`src/rtl/ps2mc_pkg.sv`:
```
`default_nettype none
package ps2mc_pkg;

  localparam int POS_WIDTH_DEF = 12;
  localparam int SCREEN_W      = 12;
  localparam int CURSOR_W      = 12;
  localparam int BUTTON_W      = 3;
  localparam int BYTE_W        = 8;
  localparam int IN_TDATA_W    = 8;
  localparam int OUT_TDATA_W   = 32;
  localparam int CFG_INDEX_W   = 1;

  localparam logic [BYTE_W-1:0] SYNC_BIT      = 8'h08;
  localparam logic [BYTE_W-1:0] OVERFLOW_BITS = 8'hC0;
  localparam logic [BYTE_W-1:0] BUTTON_MASK   = 8'h07;
  localparam int                X_SIGN_POS    = 4;
  localparam int                Y_SIGN_POS    = 5;

  localparam logic [CFG_INDEX_W-1:0] REG_SCREEN_WIDTH  = 1'b0;
  localparam logic [CFG_INDEX_W-1:0] REG_SCREEN_HEIGHT = 1'b1;

  localparam logic [SCREEN_W-1:0] SCREEN_WIDTH_RST  = 12'd320;
  localparam logic [SCREEN_W-1:0] SCREEN_HEIGHT_RST = 12'd200;
  localparam int                  POS_X_RST         = 160;
  localparam int                  POS_Y_RST         = 100;

  typedef enum logic [1:0] {
    PH_FLAGS  = 2'd0,
    PH_XDELTA = 2'd1,
    PH_YDELTA = 2'd2
  } phase_t;

endpackage
`default_nettype wire

```
`src/rtl/ps2_mouse_packet_cursor.sv`:
```
`default_nettype none
// out_tvalid rises in the cycle after the beat carrying the third packet byte is taken.
// Throughput: one byte beat per cycle while the result register is empty or being drained.
// Packets dropped for sync or overflow produce no result beat.
// Reset (rst_n low at a rising edge): phase awaits a flags byte, cursor returns to
// 160/100, buttons clear, screen bounds return to 320 by 200, result register empties.
module ps2_mouse_packet_cursor #(
  parameter int POS_WIDTH = ps2mc_pkg::POS_WIDTH_DEF
) (
  input  wire                                   clk,
  input  wire                                   rst_n,
  input  wire                                   in_tvalid,
  output logic                                  in_tready,
  input  wire  [ps2mc_pkg::IN_TDATA_W-1:0]      in_tdata,   // data_byte
  output logic                                  out_tvalid,
  input  wire                                   out_tready,
  output logic [ps2mc_pkg::OUT_TDATA_W-1:0]     out_tdata,  // cursor_x, cursor_y, button_bits
  input  wire                                   cfg_we,
  input  wire  [ps2mc_pkg::CFG_INDEX_W-1:0]     cfg_index,
  input  wire  [ps2mc_pkg::SCREEN_W-1:0]        cfg_wdata
);

  localparam int CW = ((POS_WIDTH > ps2mc_pkg::SCREEN_W) ? POS_WIDTH : ps2mc_pkg::SCREEN_W) + 2;
  localparam logic signed [CW-1:0] POS_MAX = CW'((2 ** POS_WIDTH) - 1);
  localparam int OUT_PAD = ps2mc_pkg::OUT_TDATA_W - 2 * ps2mc_pkg::CURSOR_W - ps2mc_pkg::BUTTON_W;

  ps2mc_pkg::phase_t phase_r, phase_nxt;
  logic [ps2mc_pkg::BYTE_W-1:0]   flags_r, flags_nxt;
  logic [ps2mc_pkg::BYTE_W-1:0]   xbyte_r, xbyte_nxt;
  logic [POS_WIDTH-1:0]           pos_x_r, pos_x_nxt;
  logic [POS_WIDTH-1:0]           pos_y_r, pos_y_nxt;
  logic [ps2mc_pkg::BUTTON_W-1:0] buttons_r, buttons_nxt;
  logic                           out_valid_r, out_valid_nxt;
  logic [ps2mc_pkg::SCREEN_W-1:0] width_r, height_r;

  logic                           in_acc;
  logic [ps2mc_pkg::BYTE_W-1:0]   data;
  logic signed [CW-1:0]           dx, dy, new_x, new_y;
  logic [CW-1:0]                  px_ext, py_ext;

  function automatic logic [POS_WIDTH-1:0] clamp_pos(
    input logic signed [CW-1:0]        v,
    input logic [ps2mc_pkg::SCREEN_W-1:0] bound
  );
    logic signed [CW-1:0] hi;
    logic signed [CW-1:0] r;
    hi = signed'(CW'(bound)) - CW'(1);
    if (hi > POS_MAX) begin
      hi = POS_MAX;
    end
    r = v;
    if (r < 0) begin
      r = '0;
    end
    if (r > hi) begin
      r = hi;
    end
    if (bound == '0) begin
      r = '0;
    end
    return r[POS_WIDTH-1:0];
  endfunction

  assign in_tready = !out_valid_r || out_tready;
  assign in_acc    = in_tvalid && in_tready;
  assign data      = in_tdata[ps2mc_pkg::BYTE_W-1:0];

  assign dx    = signed'({{(CW-ps2mc_pkg::BYTE_W){flags_r[ps2mc_pkg::X_SIGN_POS]}}, xbyte_r});
  assign dy    = signed'({{(CW-ps2mc_pkg::BYTE_W){flags_r[ps2mc_pkg::Y_SIGN_POS]}}, data});
  assign new_x = signed'(CW'(pos_x_r)) + dx;
  assign new_y = signed'(CW'(pos_y_r)) - dy;

  always_comb begin
    phase_nxt     = phase_r;
    flags_nxt     = flags_r;
    xbyte_nxt     = xbyte_r;
    pos_x_nxt     = pos_x_r;
    pos_y_nxt     = pos_y_r;
    buttons_nxt   = buttons_r;
    out_valid_nxt = out_valid_r && !out_tready;
    if (in_acc) begin
      unique case (phase_r)
        ps2mc_pkg::PH_FLAGS: begin
          if ((data & ps2mc_pkg::SYNC_BIT) != '0) begin
            flags_nxt = data;
            phase_nxt = ps2mc_pkg::PH_XDELTA;
          end
        end
        ps2mc_pkg::PH_XDELTA: begin
          xbyte_nxt = data;
          phase_nxt = ps2mc_pkg::PH_YDELTA;
        end
        default: begin
          phase_nxt = ps2mc_pkg::PH_FLAGS;
          if ((flags_r & ps2mc_pkg::OVERFLOW_BITS) == '0) begin
            buttons_nxt   = flags_r[ps2mc_pkg::BUTTON_W-1:0];
            pos_x_nxt     = clamp_pos(new_x, width_r);
            pos_y_nxt     = clamp_pos(new_y, height_r);
            out_valid_nxt = 1'b1;
          end
        end
      endcase
    end
  end

  always_ff @(posedge clk) begin
    if (!rst_n) begin
      phase_r     <= ps2mc_pkg::PH_FLAGS;
      flags_r     <= '0;
      xbyte_r     <= '0;
      pos_x_r     <= POS_WIDTH'(ps2mc_pkg::POS_X_RST);
      pos_y_r     <= POS_WIDTH'(ps2mc_pkg::POS_Y_RST);
      buttons_r   <= '0;
      out_valid_r <= 1'b0;
      width_r     <= ps2mc_pkg::SCREEN_WIDTH_RST;
      height_r    <= ps2mc_pkg::SCREEN_HEIGHT_RST;
    end else begin
      phase_r     <= phase_nxt;
      flags_r     <= flags_nxt;
      xbyte_r     <= xbyte_nxt;
      pos_x_r     <= pos_x_nxt;
      pos_y_r     <= pos_y_nxt;
      buttons_r   <= buttons_nxt;
      out_valid_r <= out_valid_nxt;
      if (cfg_we) begin
        unique case (cfg_index)
          ps2mc_pkg::REG_SCREEN_WIDTH:  width_r  <= cfg_wdata;
          ps2mc_pkg::REG_SCREEN_HEIGHT: height_r <= cfg_wdata;
          default: ;
        endcase
      end
    end
  end

  assign px_ext     = CW'(pos_x_r);
  assign py_ext     = CW'(pos_y_r);
  assign out_tvalid = out_valid_r;
  assign out_tdata  = {{OUT_PAD{1'b0}}, buttons_r,
                       py_ext[ps2mc_pkg::CURSOR_W-1:0], px_ext[ps2mc_pkg::CURSOR_W-1:0]};

  a_result_from_packet: assert property (@(posedge clk) disable iff (!rst_n)
    (out_valid_r && !$past(out_valid_r && !out_tready))
      |-> $past(in_acc && phase_r == ps2mc_pkg::PH_YDELTA))
    else $error("result beat without a completed packet");

  a_x_in_bounds: assert property (@(posedge clk) disable iff (!rst_n)
    out_valid_r |-> ((width_r == '0 && pos_x_r == '0) || (CW'(pos_x_r) < CW'(width_r))))
    else $error("cursor x outside screen");

  a_y_in_bounds: assert property (@(posedge clk) disable iff (!rst_n)
    out_valid_r |-> ((height_r == '0 && pos_y_r == '0) || (CW'(pos_y_r) < CW'(height_r))))
    else $error("cursor y outside screen");

  a_sync_drop: assert property (@(posedge clk) disable iff (!rst_n)
    (in_acc && phase_r == ps2mc_pkg::PH_FLAGS && (data & ps2mc_pkg::SYNC_BIT) == '0)
      |=> phase_r == ps2mc_pkg::PH_FLAGS)
    else $error("unsynced flags byte accepted");

  a_x_to_y: assert property (@(posedge clk) disable iff (!rst_n)
    (in_acc && phase_r == ps2mc_pkg::PH_XDELTA) |=> phase_r == ps2mc_pkg::PH_YDELTA)
    else $error("phase did not advance after x byte");

endmodule
`default_nettype wire

```
`config.mk`:
```
export PLATFORM = sky130hd
export DESIGN_NAME = ps2_mouse_packet_cursor
export DESIGN_NICKNAME = d
export VERILOG_FILES = /design/src/rtl/ps2mc_pkg.sv /design/src/rtl/ps2_mouse_packet_cursor.sv
export SDC_FILE = /design/constraint.sdc
export NUM_CORES = 1
export LEC_CHECK = 0
export BUFFER_PORTS_ARGS = -buffer_cell sky130_fd_sc_hd__buf_4
export CAP_MARGIN = 30
export CORE_MARGIN = 5
export CORE_UTILIZATION = 25
export DETAILED_ROUTE_END_ITERATION = 7
export PLACE_DENSITY_LB_ADDON = 0.05
export SETUP_SLACK_MARGIN = 0.2
export SYNTH_ARGS = -nofsm -noshare
export SYNTH_HDL_FRONTEND = slang
export SYNTH_SLANG_ARGS = --single-unit
```
`constraint.sdc`:
```
create_clock -name clk -period 5.45 [get_ports clk]
set_clock_uncertainty 0.1 [all_clocks]
set_input_delay 1.09 -clock clk [delete_from_list [all_inputs] [get_ports clk]]
set_output_delay 1.09 -clock clk [all_outputs]
set_load 0.01 [all_outputs]
```
Word level (Yosys, flattened, before mapping)
Index checks and enable logic that the tools add are counted.
W data, S select, Z words.
- word-level logic and storage cells: 64
- flip-flop bits (word level): 70
- input bits: 26
- output and inout bits: 34
- bitwise gates (word level): 2
- mux-type cells: 25
- $add $sub $neg: 4
- equal/unequal tests: 2
- magnitude comparators: 6
- reduce and logical (&&, ||, !) cells: 16
- operators by type and width (kind ; count):
    $mux W14 ; 16
    $mux W12 ; 4
    $gt A14 B14 Y1 ; 2
    $lt A14 B1 Y1 const B ; 2
    $gt A13 B13 Y1 const B ; 2
    $sub A12 B1 Y13 const B ; 2
    $logic_not A12 Y1 ; 2
    $add A13 B9 Y14 ; 1
    $sub A13 B9 Y14 ; 1
    $logic_not A8 Y1 ; 1
    $reduce_and A2 Y1 ; 4
    $reduce_and A3 Y1 ; 2
    $pmux W2 S2 ; 1
    $mux W1 ; 3
    $eq A2 B1 Y1 const B ; 1
    $logic_and A1 B1 Y1 ; 2
    $logic_not A1 Y1 ; 2
    $logic_not A2 Y1 ; 1
    $mux W2 ; 1
    $ne A2 B2 Y1 const B ; 1
    $not A1 Y1 ; 2
    $reduce_or A2 Y1 ; 1
    $logic_or A1 B1 Y1 ; 1

Depth between registers and ports, before layout
Gate-level depths: netlist of run 1.
- depth in word-level cells: 9
- mapped depth: 18
- mapped depth without buffers: 16

Least setup slack after synthesis of run 1
No wires, ideal clock.
- path kind: input -> register
- from: in in_tdata[6] (netlist name)
- to: reg pos_y_r[9]
- setup time: 117 ps
- slack: 439 ps
- data arrival time: 4794 ps
- stages on the path: 16
- buffers on the path: 1
- required time: 5233 ps
- cell sequence: inv_1 -> ha_1 -> a21oi_1 -> o21ai_1 -> a22o_4 -> a2111oi_4 -> nor4_1 -> ha_1 -> a21o_1 -> a21oi_1 -> o221ai_1 -> a211oi_1 -> o31ai_1 -> clkbuf_1 -> or4_1 -> a32o_1
- word-level cells in the longest chain between the ends: 9
- ends and longest elaborated chain (what ; line ; RTL):
    start, declared ; ps2_mouse_packet_cursor.sv:14 ; input wire [ps2mc_pkg::IN_TDATA_W-1:0] in_tdata,
    $sub A13 B9 Y14 (*) ; ps2_mouse_packet_cursor.sv:71 ; assign new_y = signed'(CW'(pos_y_r)) - dy;
    $lt A14 B1 Y1 ; ps2_mouse_packet_cursor.sv:52 ; if (r < 0) begin
    $mux W14 (*) ; ps2_mouse_packet_cursor.sv:52 ;
    $mux W14 (*) ; ps2_mouse_packet_cursor.sv:95 ; if ((flags_r & ps2mc_pkg::OVERFLOW_BITS) == '0) begin
    $mux W14 (*) ; ps2_mouse_packet_cursor.sv:82 ; unique case (phase_r)
    $mux W14 (*) ; ps2_mouse_packet_cursor.sv:81 ; if (in_acc) begin
    $gt A14 B14 Y1 ; ps2_mouse_packet_cursor.sv:55 ; if (r > hi) begin
    $mux W12 (*) ; ps2_mouse_packet_cursor.sv:55 ;
    $mux W12 (*) ; ps2_mouse_packet_cursor.sv:58 ; if (bound == '0) begin
    end signal, assigned ; ps2_mouse_packet_cursor.sv:112 ; pos_y_r <= POS_WIDTH'(ps2mc_pkg::POS_Y_RST);
    end signal, assigned ; ps2_mouse_packet_cursor.sv:122 ; pos_y_r <= pos_y_nxt;
    end, declared ; ps2_mouse_packet_cursor.sv:31 ; logic [POS_WIDTH-1:0] pos_y_r, pos_y_nxt;
Mark *: on every way between the ends. The rest lies on a longest branch, timed or not. The select of a mux whose other input is x is not followed.
A chain may end at the register's enable or synchronous reset.

Worst setup path after layout of run 1
- from: in in_tdata[4] (netlist name)
- to: reg pos_y_r[9]
Same word-level chain as after synthesis.

==> results of run 1 <==
final cells by class:
| type | instances | area [um2] | share of cell area, % |
|---|---|---|---|
| well taps | 270 | 338 | 5.30 |
| multi-input cells | 541 | 3640 | 57.2 |
| clock inverters | 6 | 68.8 | 1.08 |
| repair buffers | 78 | 583 | 9.16 |
| flip-flops and latches | 69 | 1380 | 21.7 |
| clock buffers | 10 | 229 | 3.60 |
| inverters | 33 | 124 | 1.94 |
registers in the layout (all words and copies together) (netlist names):
name	count
flags_r	7
buttons_r	3
height_r	12
pos_y_r	12
phase_r	2
width_r	12
xbyte_r	8
pos_x_r	12
out_tvalid	1
worst max-delay path by stage:
stage / from / to / slack [ps] / cells after the start
6_report: in_tdata[4] / pos_y_r[9]$_SDFFE_PN0P_ / 500 / 19
4_1_cts: in_tdata[4] / pos_y_r[9]$_SDFFE_PN0P_ / 290 / 17
5_1_grt: in_tdata[1] / pos_y_r[9]$_SDFFE_PN0P_ / 230 / 19
3_5_place_dp: in_tdata[4] / pos_y_r[9]$_SDFFE_PN0P_ / -60 / 17
3_3_place_gp: in_tdata[6] / pos_y_r[9]$_SDFFE_PN0P_ / 80 / 16
2_1_floorplan: in_tdata[6] / pos_y_r[9]$_SDFFE_PN0P_ / 440 / 16
logic make-up (layout without fill, tap and decap cells):
kind of cell	count (synthesis)	in the layout	share of synthesized area (%)
and+or+nand+nor	266	266	24.4
AOI/OAI and AO/OA	176	176	23.7
DFF	69	69	26.5
buffers and inverters	68	127	5.25
adders and majority gates	54	54	13.2
xor gates and xnor gates	36	36	6.04
muxes	4	4	0.768
other	1	5	0.0719
power breakdown:
group	switching [mW]	leakage (nW)	internal (mW)
clock network	0.250	0.143	0.358
logic	0.236	1.99	0.174
registers	0.0195	0.561	0.520
cells in the final DEF (no fill, tap or decap), types with 12 or more instances in the layout:
cell type and instances:
a21oi_1 61, nand3_1 29, xor2_1 13, inv_1 33, dfxtp_1 69, nand2_1 101, ha_1 52, a21o_1 17
nor4_1 12, buf_4 77, nor2_1 46, xnor2_1 23, nor3_1 15
what timing repair did:
item | in CTS | in global routing
resized for setup | 0 | 12
hold buffers | 0 | 0
endpoints found under the setup margin | 0 | 2
buffers inserted | 0 | 2
synthesized netlist by cell type, types with 4 or more instances:
cell / count / share of area [%]
a211o_1: 5 / 0.84
a211oi_1: 5 / 0.72
a21o_1: 17 / 2.4
a21oi_1: 63 / 6.0
a311o_1: 6 / 1.2
a31oi_1: 4 / 0.48
and2_1: 5 / 0.60
buf_4: 5 / 0.72
clkbuf_1: 30 / 2.2
dfxtp_1: 69 / 26
ha_1: 52 / 12
inv_1: 33 / 2.4
mux2i_1: 4 / 0.77
nand2_1: 101 / 7.3
nand2b_1: 9 / 1.1
nand3_1: 29 / 2.8
nand3b_1: 4 / 0.58
nand4_1: 11 / 1.3
nor2_1: 46 / 3.3
nor2b_1: 6 / 0.72
nor3_1: 15 / 1.4
nor4_1: 17 / 2.0
o211ai_1: 11 / 1.6
o21ai_0: 10 / 0.96
o311ai_0: 5 / 0.84
o31a_1: 4 / 0.67
o31ai_1: 8 / 1.2
or3_1: 4 / 0.48
or4_1: 6 / 0.86
xnor2_1: 23 / 3.9
xor2_1: 13 / 2.2
worst max-delay path: stages:
cell and delay [ps]:
buf_4 80, inv_1 80, ha_1 330, buf_4 140, o2111ai_1 200, a21oi_2 280, a2111oi_4 90, buf_4 170
buf_4 140, a2111oi_2 320, ha_1 320, a21o_1 180, a21oi_1 120, o21ai_0 100, a211oi_2 250, o31ai_1 190
buf_2 210, or4_1 510, a32o_1 260
metrics by stage:
step	power (mW)	instance area, um2	hold slack, ps
floorplan	0.814	5230	340
global placement	0.944	5980	363
detailed placement	0.948	5990	362
CTS	1.57	6280	370
global route	1.65	6370	392
finish	1.56	6370	366
routing by layer:
metal / global-route usage (%) / wire [um]
met2: 24.7 / 8390
met1: 18.4 / 7930
met3: 2.40 / 477
met4: 3.15 / 161
met5: 0 / 0
==> metrics.md, run 1 <==
| Metric | Value |
|---|---|
| Mapped Cells | 674 |
| Layout Cells excl Fill | 1007 |
| Leak | 2.70 nW |
| Min cycle time layout | 4950 ps |
| Final period util | 90.8% |
| Post-route DRC | 0 |
| FILL cells | 2199 |
| Total Wirelength | 17000 um |
| CP required | 5580 ps |
| CTS clk-pin slew, worst paths | 60 ps |
| Final-report hold violation count | 0 |
| DP HPWL | 13900 um |
| Crit Reg-Reg Startpoint | pos_x_r[2]$_SDFFE_PN0P_ |
| DP Worst Slack | -55.6 ps |
| Yosys warning count | 0 |
| # diodes | 0 |
| Via count of the first global-routing pass | 4951 |
| Status | completed |
| Max-slew headroom | 47.0% |
| Dominant synthesized flop cell | dfxtp_1 |
| Clock latency on the worst-skew pair | 340 ps |
| Initial drt markers | 255 |
| RSZ-0062 raised after global routing | no |
| Gr usage total | 14.2% |
| Die Wd | 154 um |
| Num CTS Buffers | 9 |
| Max cap viols | 0 |
| Cell variety after synth | 64 |
| Site Rows | 52 |
| Worst hold endpoint | xbyte_r[3]$_SDFFE_PN0P_ |
| Setup CP Type | input pin to flop |
| Tightest Hold Check Type | flop to flop |
| Antenna violations before repair | 0 |
| Synth async-reset ratio | 0% |
| Synthesized cell area | 0.00522 mm2 |
| Final core occ | 31.3% |
| Initial Utilization | 25.6% |
| R2R Setup Slk | 670 ps |
| Slew Limit Fails | 0 |
| Final setup margin | 500 ps |
| Worst Reg-to-Reg Cells | 16 |
| Sequential area share after synthesis | 26.5% |
| Post-synth EDFFs | 0 |
| Hold depth | 2 |
| Nets | 812 |
| Clock Path Buffers | 2 |
| Worst setup EP type | flop |
| Register bit count reported by yosys | 69 |
| Die area | 0.0239 mm2 |
| Pwr Density | 245 mW/mm2 |
| Core ar. | 0.0204 mm2 |
| Via count | 5046 |
| WP data arrival | 5080 ps |
| F_max | 0.202 GHz |
| Via-per-instance ratio | 5.01 |
| Crit Path Max Fanout | 6 |
| Worst-margin pin slew | 795 ps |
| Setup TNS | 0 ps |
| Final setup vio count | 0 |
| GRT overflow | 0 |
| PortBufs | 54 |
| First-pass GRT wire length | 27200 um |
| Die H | 154 um |
| Avg Synthesized Cell Area | 7.74 um2 |
| Root Driver | clkbuf_16 |
| Hold Startpoint | xbyte_r[3]$_SDFFE_PN0P_ |
| RePlAce Congestion | 0.777 |
| Peak VDD IR | 0.122 mV |
| CTS tree | yes |
| CTS H-tree depth | 3 |
| Layout Area Growth over Synthesis | 22.1% |
| Layout cells sized above 1 | 15.3% |
| Boundary pin count | 60 |
| TritonCTS Sinks | 69 |
| Routed Antenna Nets | 0 |
| First-pass DRT Iterations | 4 |
| Critical path launch point type | input pin |
| Routed len/inst | 16.8 um |
| Pin count of the biggest net entering global routing | 26 |
| Placed cell count | 989 |
| Worst r2r dst | pos_x_r[6]$_SDFFE_PN0P_ |
(Power assumes the default switching activity.)
==> run 2: changes to the inputs <==
--- a/config.mk
+++ b/config.mk
@@ -5,6 +5,7 @@
 export SDC_FILE = /design/constraint.sdc
 export NUM_CORES = 1
 export LEC_CHECK = 0
+export ABC_AREA = 1
 export BUFFER_PORTS_ARGS = -buffer_cell sky130_fd_sc_hd__buf_4
 export CAP_MARGIN = 30
 export CORE_MARGIN = 5
==> run 2 against run 1 <==
  * Largest power group unchanged
  * Highest routed layer unchanged
  * Area after synthesis up 5.8%
  * Critical path depth up 4
  * Register-to-register slack better by 760 ps
  * Critical path type unchanged
  * Largest cell class unchanged
  * Cell count up 18%
  * Via count up 2.9%
  * Setup slack better by 890 ps
==> metrics.md, run 2 <==
| Metric | Value |
|---|---|
| Status | completed |
| Slowest CP cell | ha_1 |
| Register bit count reported by yosys | 69 (unchanged) |
| CTS clk-pin slew, worst paths | 60 ps (about the same) |
| Post-CTS Resized | 0 (unchanged) |
| Initial drt markers | 213 (-16%) |
| Hold Startpoint | width_r[1]$_SDFFE_PN0P_ |
| RSZ-0062 raised after global routing | no |
| R2R Setup Slk | 1430 ps (+760 ps) |
| FILL cells | 2440 (+11%) |
| Nets | 981 (+21%) |
| Via-per-instance ratio | 4.38 (-13%) |
| Gr usage total | 14.2% (+0.020 points) |
| Placed cell count | 1170 (+18%) |
| Worst path most repeated cell | nand2_1 |
| Sequential cell area | 0.00138 mm2 (unchanged) |
| Min cycle time layout | 4060 ps (-893 ps) |
| PortBufs | 54 (unchanged) |
| Pin count of the biggest net entering global routing | 44 (+69%) |
| TritonCTS Sinks | 69 (unchanged) |
| Clock Path Buffers | 2 (unchanged) |
| Peak VDD IR | 0.166 mV (+36%) |
| Commonest non-fill, non-tap cell in the layout | nand2_1 |
| Avg Synthesized Cell Area | 6.47 um2 (-16%) |
| Setup TNS | 0 ps (unchanged) |
| Pwr Density | 265 mW/mm2 (+8.2%) |
| Routed Antenna Nets | 0 (unchanged) |
| Dominant synthesized flop cell | dfxtp_1 |
| First-pass DRT Iterations | 4 (unchanged) |
| Clock latency on the worst-skew pair | 340 ps (about the same) |
| Ordered list of cells on the worst path | buf_4 > inv_1 > ha_1 > nand2_1 > inv_1 > nand2_1 > nand3_2 > nand2_1 > nand2_2 > nand2_2 > nand2_4 > nand3_1 > inv_1 > ha_1 > a21oi_1 > o21a_1 > nand2_1 > nand2_1 > nand2_1 > nand2_2 > nand3_4 > o211ai_2 > nand2_1 |
| First-pass GRT wire length | 27900 um (+2.5%) |
| Yosys warning count | 0 (unchanged) |
| Critical path launch point type | input pin |
| Crit Path Max Fanout | 15 (+9) |
| Via count of the first global-routing pass | 5191 (+4.8%) |
| Root Driver | clkbuf_16 |
| CTS tree | yes |
| Layout Area Growth over Synthesis | 19.1% |
| Final period util | 74.4% (-16 points) |
| WP data arrival | 4190 ps (-890 ps) |
| CP bufs+invs | 4 (-2) |
| Worst-margin pin slew | 846 ps (+50.9 ps) |
| Hold depth | 2 (unchanged) |
| Top-area cell type share of the netlist area | 25.0% (-1.5 points) |
| # Post-CTS Setup Buffers | 0 (unchanged) |
| Highest-count cells in the layout ignoring fill and taps | nand2_1, inv_1, nor2_1, nand3_1, dfxtp_1 |
| Final-report hold violation count | 0 (unchanged) |
| CTS H-tree depth | 3 (unchanged) |
| Crit Reg-Reg Startpoint | flags_r[4]$_SDFFE_PN0P_ |
| Multi-input logic area | 0.00356 mm2 (-2.4%) |
| Routed len/inst | 14.7 um (-13%) |
| # diodes | 0 (unchanged) |
| Synth async-reset ratio | 0% (unchanged) |
| Worst r2r dst | pos_x_r[5]$_SDFFE_PN1P_ |
| Tightest Hold Check Type | flop to flop |
| Cell variety after synth | 41 (-36%) |
| Hold Buf Count CTS | 0 (unchanged) |
| Leak | 3.35 nW (+24%) |
| RePlAce Congestion | 0.814 (+4.8%) |
| Max cap viols | 0 (unchanged) |
| Synthesized cell area | 0.00552 mm2 (+5.8%) |
| Worst setup EP type | flop |
| Post-synth top area cell | dfxtp_1 |
| Slew Limit Fails | 0 (unchanged) |
| Initial Utilization | 25.4% (-0.24 points) |
| Worst hold endpoint | width_r[1]$_SDFFE_PN0P_ |
| Core ar. | 0.0218 mm2 (+6.8%) |
| Sequential area share after synthesis | 25.0% (-1.5 points) |
| Die area | 0.0252 mm2 (+5.4%) |
| Layout cells sized above 1 | 13.5% (-1.9 points) |
| Setup CP Type | input pin to flop |
| Post-synth EDFFs | 0 (unchanged) |
| Antenna violations before repair | 0 (unchanged) |
| CP delay by family, top | simple AND/OR/NAND/NOR gates |
| Synth top area cells | dfxtp_1, nand2_1, ha_1, inv_1, nand3_1 |
| DP HPWL | 14100 um (+1.8%) |
| Layout Cells excl Fill | 1186 (+18%) |
| Max-slew headroom | 43.4% (-3.5 points) |
| Critical Path Max Stage Delay | 300 ps (-210 ps) |
| Boundary pin count | 60 (unchanged) |
| Num CTS Buffers | 9 (unchanged) |
| Site Rows | 54 (+3.8%) |
| GRT overflow | 0 (unchanged) |
| F_max | 0.246 GHz (+22%) |
| Synth top cells by count | nand2_1, inv_1, nor2_1, nand3_1, dfxtp_1 |
| CP required | 5590 ps (about the same) |
| Count leader, synth | nand2_1 |
| Mapped Cells | 853 (+27%) |
| Final setup vio count | 0 (unchanged) |
| Worst Reg-to-Reg Cells | 20 (+4) |
| Post-route DRC | 0 (unchanged) |
| Total Wirelength | 17400 um (+2.8%) |
| Die Wd | 159 um (+2.7%) |
| Die H | 159 um (+2.7%) |
| Via count | 5192 (+2.9%) |
==> run 2: changes by cell type after synthesis, sizes merged, moves of 15 or more <==
cell	before	now
nand2	101	221
inv	33	120
nand3	29	89
nor2	46	90
o21ai	12	42
a21o	18	0
clkbuf	30	14
nor4	17	2
==> run 2: routing by layer <==
layer	wire, um	GRT usage (%)	vias to the layer above
li1	-	-	2843
met1	9120	20.4	2275
met2	7540	22.2	65
met3	612	2.58	9
met4	159	3.05	0
met5	0	0	-
==> run 2: cell type report <==
class / instances / share of cell area (%)
Clock buffer: 11 / 3.84
Clock inverter: 5 / 1.62
Inverter: 123 / 7.02
Multi-Input combinational cell: 638 / 54.1
Sequential cell: 69 / 21.0
Tap cell: 280 / 5.33
Timing Repair Buffer: 60 / 7.10
==> run 2: metrics by stage <==
stage / setup WS, ps / instance area [um2] / utilization [%] / power (mW) / hold WS [ps]
2_1_floorplan: 1670 / 5540 / - / 0.925 / 350
3_3_place_gp: 896 / 6180 / 28.4 / 1.05 / 366
3_5_place_dp: 1000 / 6220 / 28.6 / 1.04 / 369
4_1_cts: 1360 / 6580 / 30.2 / 1.78 / 388
5_1_grt: 939 / 6580 / 30.2 / 1.87 / 409
6_report: 1390 / 6580 / 30.2 / 1.74 / 390
==> run 2: worst max path at each step <==
stage,start,cells past startpoint,endpoint
6_report,in_tdata[3],23,pos_y_r[6]$_SDFFE_PN1P_
5_1_grt,in_tdata[4],24,pos_y_r[11]$_SDFFE_PN0P_
4_1_cts,in_tdata[3],23,pos_y_r[6]$_SDFFE_PN1P_
3_5_place_dp,in_tdata[3],23,pos_y_r[6]$_SDFFE_PN1P_
3_3_place_gp,in_tdata[3],24,pos_y_r[11]$_SDFFE_PN0P_
2_1_floorplan,in_tdata[4],23,pos_y_r[2]$_SDFFE_PN1P_
==> run 2: cells by family after synthesis <==
| family | synth area share, % |
|---|---|
| XOR/XNOR | 4.44 |
| buffers and inverters | 10.9 |
| AO/OA/AOI/OAI | 11.8 |
| other | 0.0679 |
| adder cells (fa/ha/maj) | 12.5 |
| flip-flops | 25.0 |
| AND/OR/NAND/NOR | 35.2 |
==> run 2: worst register-to-register path: stages, from the launching register on <==
cell and delay (ps):
dfxtp_1 520, ha_1 370, a21oi_1 210, nand2_1 100, a21oi_2 190, nand2_1 90
nand2_1 60, nand2_1 270, nand3_1 250, inv_1 60, ha_1 300, a21oi_1 150
o21a_1 130, nand2_1 50, nand2_1 50, nand2_1 40, nand2_1 50, buf_4 180
nand3_2 270, o211ai_1 380, nand2_1 80
==> run 2: report_power, final <==
part	switching, mW	total (mW)	internal (mW)	leakage, nW
Clock	0.243	0.716	0.473	0.172
Sequential	0.0229	0.549	0.526	0.563
Combinational	0.307	0.476	0.169	2.61
Total	0.573	1.74	1.17	3.35
==> run 3: changes to the inputs <==
==> constraint.sdc (replaced) <==
create_clock -name clk -period 4 [get_ports clk]
set_clock_uncertainty 0.1 [all_clocks]
set_input_delay 0.8 -clock clk [delete_from_list [all_inputs] [get_ports clk]]
set_output_delay 0.8 -clock clk [all_outputs]
set_load 0.01 [all_outputs]
==> run 3 against run 2 <==
  * Non-clock buffer count rose by 22
  * Core utilization grew 1.1 points
  * Worst hold slack worse by 4.1 ps
  * Critical path depth increased by 4
  * Flip-flop and latch count is the same
  * Clock power increased by 24%
  * Clock-buffer cell count down 2
  * Power increased by 34%
  * Cell count is 1.9% higher
==> metrics.md, run 3 (synthesized netlist as in run 2, its figures left out) <==
| Metric | Value |
|---|---|
| GRT overflow | 0 (unchanged) |
| First-pass DRT Iterations | 4 (unchanged) |
| GRT busiest layer | met2 |
| Die area | 0.0252 mm2 (unchanged) |
| Boundary pin count | 60 (unchanged) |
| Status | completed |
| Grt met3 use | 2.12% (-0.46 points) |
| TritonCTS Sinks | 69 (unchanged) |
| Max cap viols | 0 (unchanged) |
| Grt met2 use | 21.8% (-0.38 points) |
| Worst r2r dst | pos_x_r[6]$_SDFFE_PN0P_ |
| RSZ-0062 raised after global routing | no |
| Via count | 5314 (+2.3%) |
| Slew Limit Fails | 0 (unchanged) |
| Switching Share | 34.6% (+1.8 points) |
| Placed cell count | 1191 (+1.8%) |
| Antenna violations before repair | 0 (unchanged) |
| Max-slew headroom | 52.4% (+9.0 points) |
| Clock latency on the worst-skew pair | 340 ps (about the same) |
| Combinational fraction of design power | 30.1% (+2.8 points) |
| Pin count of the biggest net entering global routing | 44 (unchanged) |
| Final period util | 86.2% |
| Num CTS Buffers | 9 (unchanged) |
| Power Internal | 1.53 mW (+31%) |
| Worst setup EP type | flop |
| CTS clk-pin slew, worst paths | 60 ps (about the same) |
| Peak VDD IR | 0.183 mV (+10%) |
| Initial drt markers | 231 (+8.5%) |
| WP data arrival | 3580 ps (-610 ps) |
| Site Rows | 54 (unchanged) |
| Critical path launch point type | input pin |
| CTS tree | yes |
| Layout Cells excl Fill | 1209 (+1.9%) |
| F_max | 0.290 GHz |
| Root Driver | clkbuf_16 |
| Worst path most repeated cell | nand2_1 |
| Flop pwr share | 31.9% (+0.4 points) |
| Via count of the first global-routing pass | 5270 (+1.5%) |
| Worst-margin pin slew | 709 ps (-137 ps) |
| Routed Antenna Nets | 0 (unchanged) |
| DP HPWL | 14200 um (+1.0%) |
| Core ar. | 0.0218 mm2 (unchanged) |
| Layout cells sized above 1 | 18.0% (+4.5 points) |
| Fin area | 0.00681 mm2 (+3.5%) |
| Crit path capture | pos_y_r[1]$_SDFFE_PN0P_ |
| Routed len/inst | 14.6 um (-0.57%) |
| Setup TNS | 0 ps (unchanged) |
| Pwr Density | 344 mW/mm2 (+30%) |
| Post-route DRC | 0 (unchanged) |
| Leak | 3.46 nW (+3.4%) |
| Die H | 159 um (unchanged) |
| CTS H-tree depth | 3 (unchanged) |
| RePlAce Congestion | 0.763 (-6.2%) |
| Final setup vio count | 0 (unchanged) |
| Grt met1 use | 21.4% (+0.97 points) |
| PortBufs | 54 (unchanged) |
| First-pass GRT wire length | 28300 um (+1.6%) |
| # diodes | 0 (unchanged) |
| Crit Reg-Reg Startpoint | pos_x_r[0]$_SDFFE_PN0P_ |
| Total Wirelength | 17700 um (+1.4%) |
| Initial Utilization | 25.4% (unchanged) |
| Psw | 811 uW (+42%) |
| Layout Area Growth over Synthesis | 23.3% |
| Post-place instance area | 0.00636 mm2 (+2.3%) |
| Commonest non-fill, non-tap cell in the layout | nand2_1 |
| CP required | 4130 ps (-1460 ps) |
| Setup CP Type | input pin to flop |
| Highest-count cells in the layout ignoring fill and taps | nand2_1, inv_1, nor2_1, buf_4, nand3_1 |
| Nets | 1004 (+2.3%) |
| Crit Path Max Fanout | 9 (-6) |
| R2R Setup Slk | 560 ps (-870 ps) |
| Final-report hold violation count | 0 (unchanged) |
| Slowest CP cell | ha_2 |
| Critical path origin | in_tdata[6] |
| Worst Reg-to-Reg Cells | 21 (+5.0%) |
| Tightest Hold Check Type | flop to flop |
| Critical Path Max Stage Delay | 310 ps (about the same) |
| Clock Path Buffers | 2 (unchanged) |
| Hold Buf Count CTS | 0 (unchanged) |
| Clock network power share | 38.0% (-3.1 points) |
| Via-per-instance ratio | 4.40 (+0.40%) |
| Hold_ws | 386 ps (-4.09 ps) |
| Die Wd | 159 um (unchanged) |
| Min cycle time layout | 3450 ps |
| Gr usage total | 14.4% (+0.21 points) |
run 3: power groups by stage:
stage               clock network [mW]  logic, mW  registers [mW]
floorplan                            0      0.504           0.755
global placement                     0      0.693           0.764
detailed placement                   0      0.685           0.763
CTS                              0.919      0.689           0.748
global route                     0.944      0.809           0.753
finish                           0.890      0.704           0.748
run 3: area by class of cell:
| class | count | area (um2) |
|---|---|---|
| Multi-Input combinational cell | 639 | 3680 |
| Fill cell | 2461 | 14900 |
| Clock buffer | 9 | 225 |
| Clock inverter | 7 | 88.8 |
| Timing Repair Buffer | 82 | 616 |
| Tap cell | 280 | 350 |
| Sequential cell | 69 | 1390 |
| Inverter | 123 | 462 |
run 3: per-layer routing:
layer,part of all wire [%],wire length [um],up-vias
li1,-,-,2891
met1,53,9400,2347
met3,3.2,564,14
met4,1.0,182,0
met2,43,7520,62
met5,0,0,-
run 3: through the flow:
step	util [%]	setup WS, ps	power (mW)
2_1_floorplan	-	505	1.26
3_3_place_gp	29.2	8.32	1.46
3_5_place_dp	29.2	36.7	1.45
4_1_cts	30.7	300	2.36
5_1_grt	31.3	208	2.51
6_report	31.3	551	2.34
run 3: worst min path at each step:
stage                                 start                        end  slack [ps]  cells after the start
floorplan           flags_r[0]$_SDFFE_PN0P_  buttons_r[0]$_SDFFE_PN0P_         350                      2
global placement    flags_r[1]$_SDFFE_PN0P_  buttons_r[1]$_SDFFE_PN0P_         370                      2
detailed placement  flags_r[2]$_SDFFE_PN0P_  buttons_r[2]$_SDFFE_PN0P_         380                      2
CTS                 flags_r[2]$_SDFFE_PN0P_  buttons_r[2]$_SDFFE_PN0P_         400                      2
global route        flags_r[1]$_SDFFE_PN0P_  buttons_r[1]$_SDFFE_PN0P_         420                      2
finish              flags_r[2]$_SDFFE_PN0P_  buttons_r[2]$_SDFFE_PN0P_         390                      2
run 3: repair_timing:
item | 4_1_cts | 5_1_grt
buffers inserted | 0 | 1
endpoints found under the setup margin | 0 | 24
resized for setup | 0 | 27
run 3: critical path: cells and delay by family:
| family | cells | cell delay [ps] |
|---|---|---|
| AND/OR/NAND/NOR | 19 | 1450 |
| buffers and inverters | 4 | 470 |
| adder cells (fa/ha/maj) | 2 | 600 |
| AO/OA/AOI/OAI | 2 | 260 |
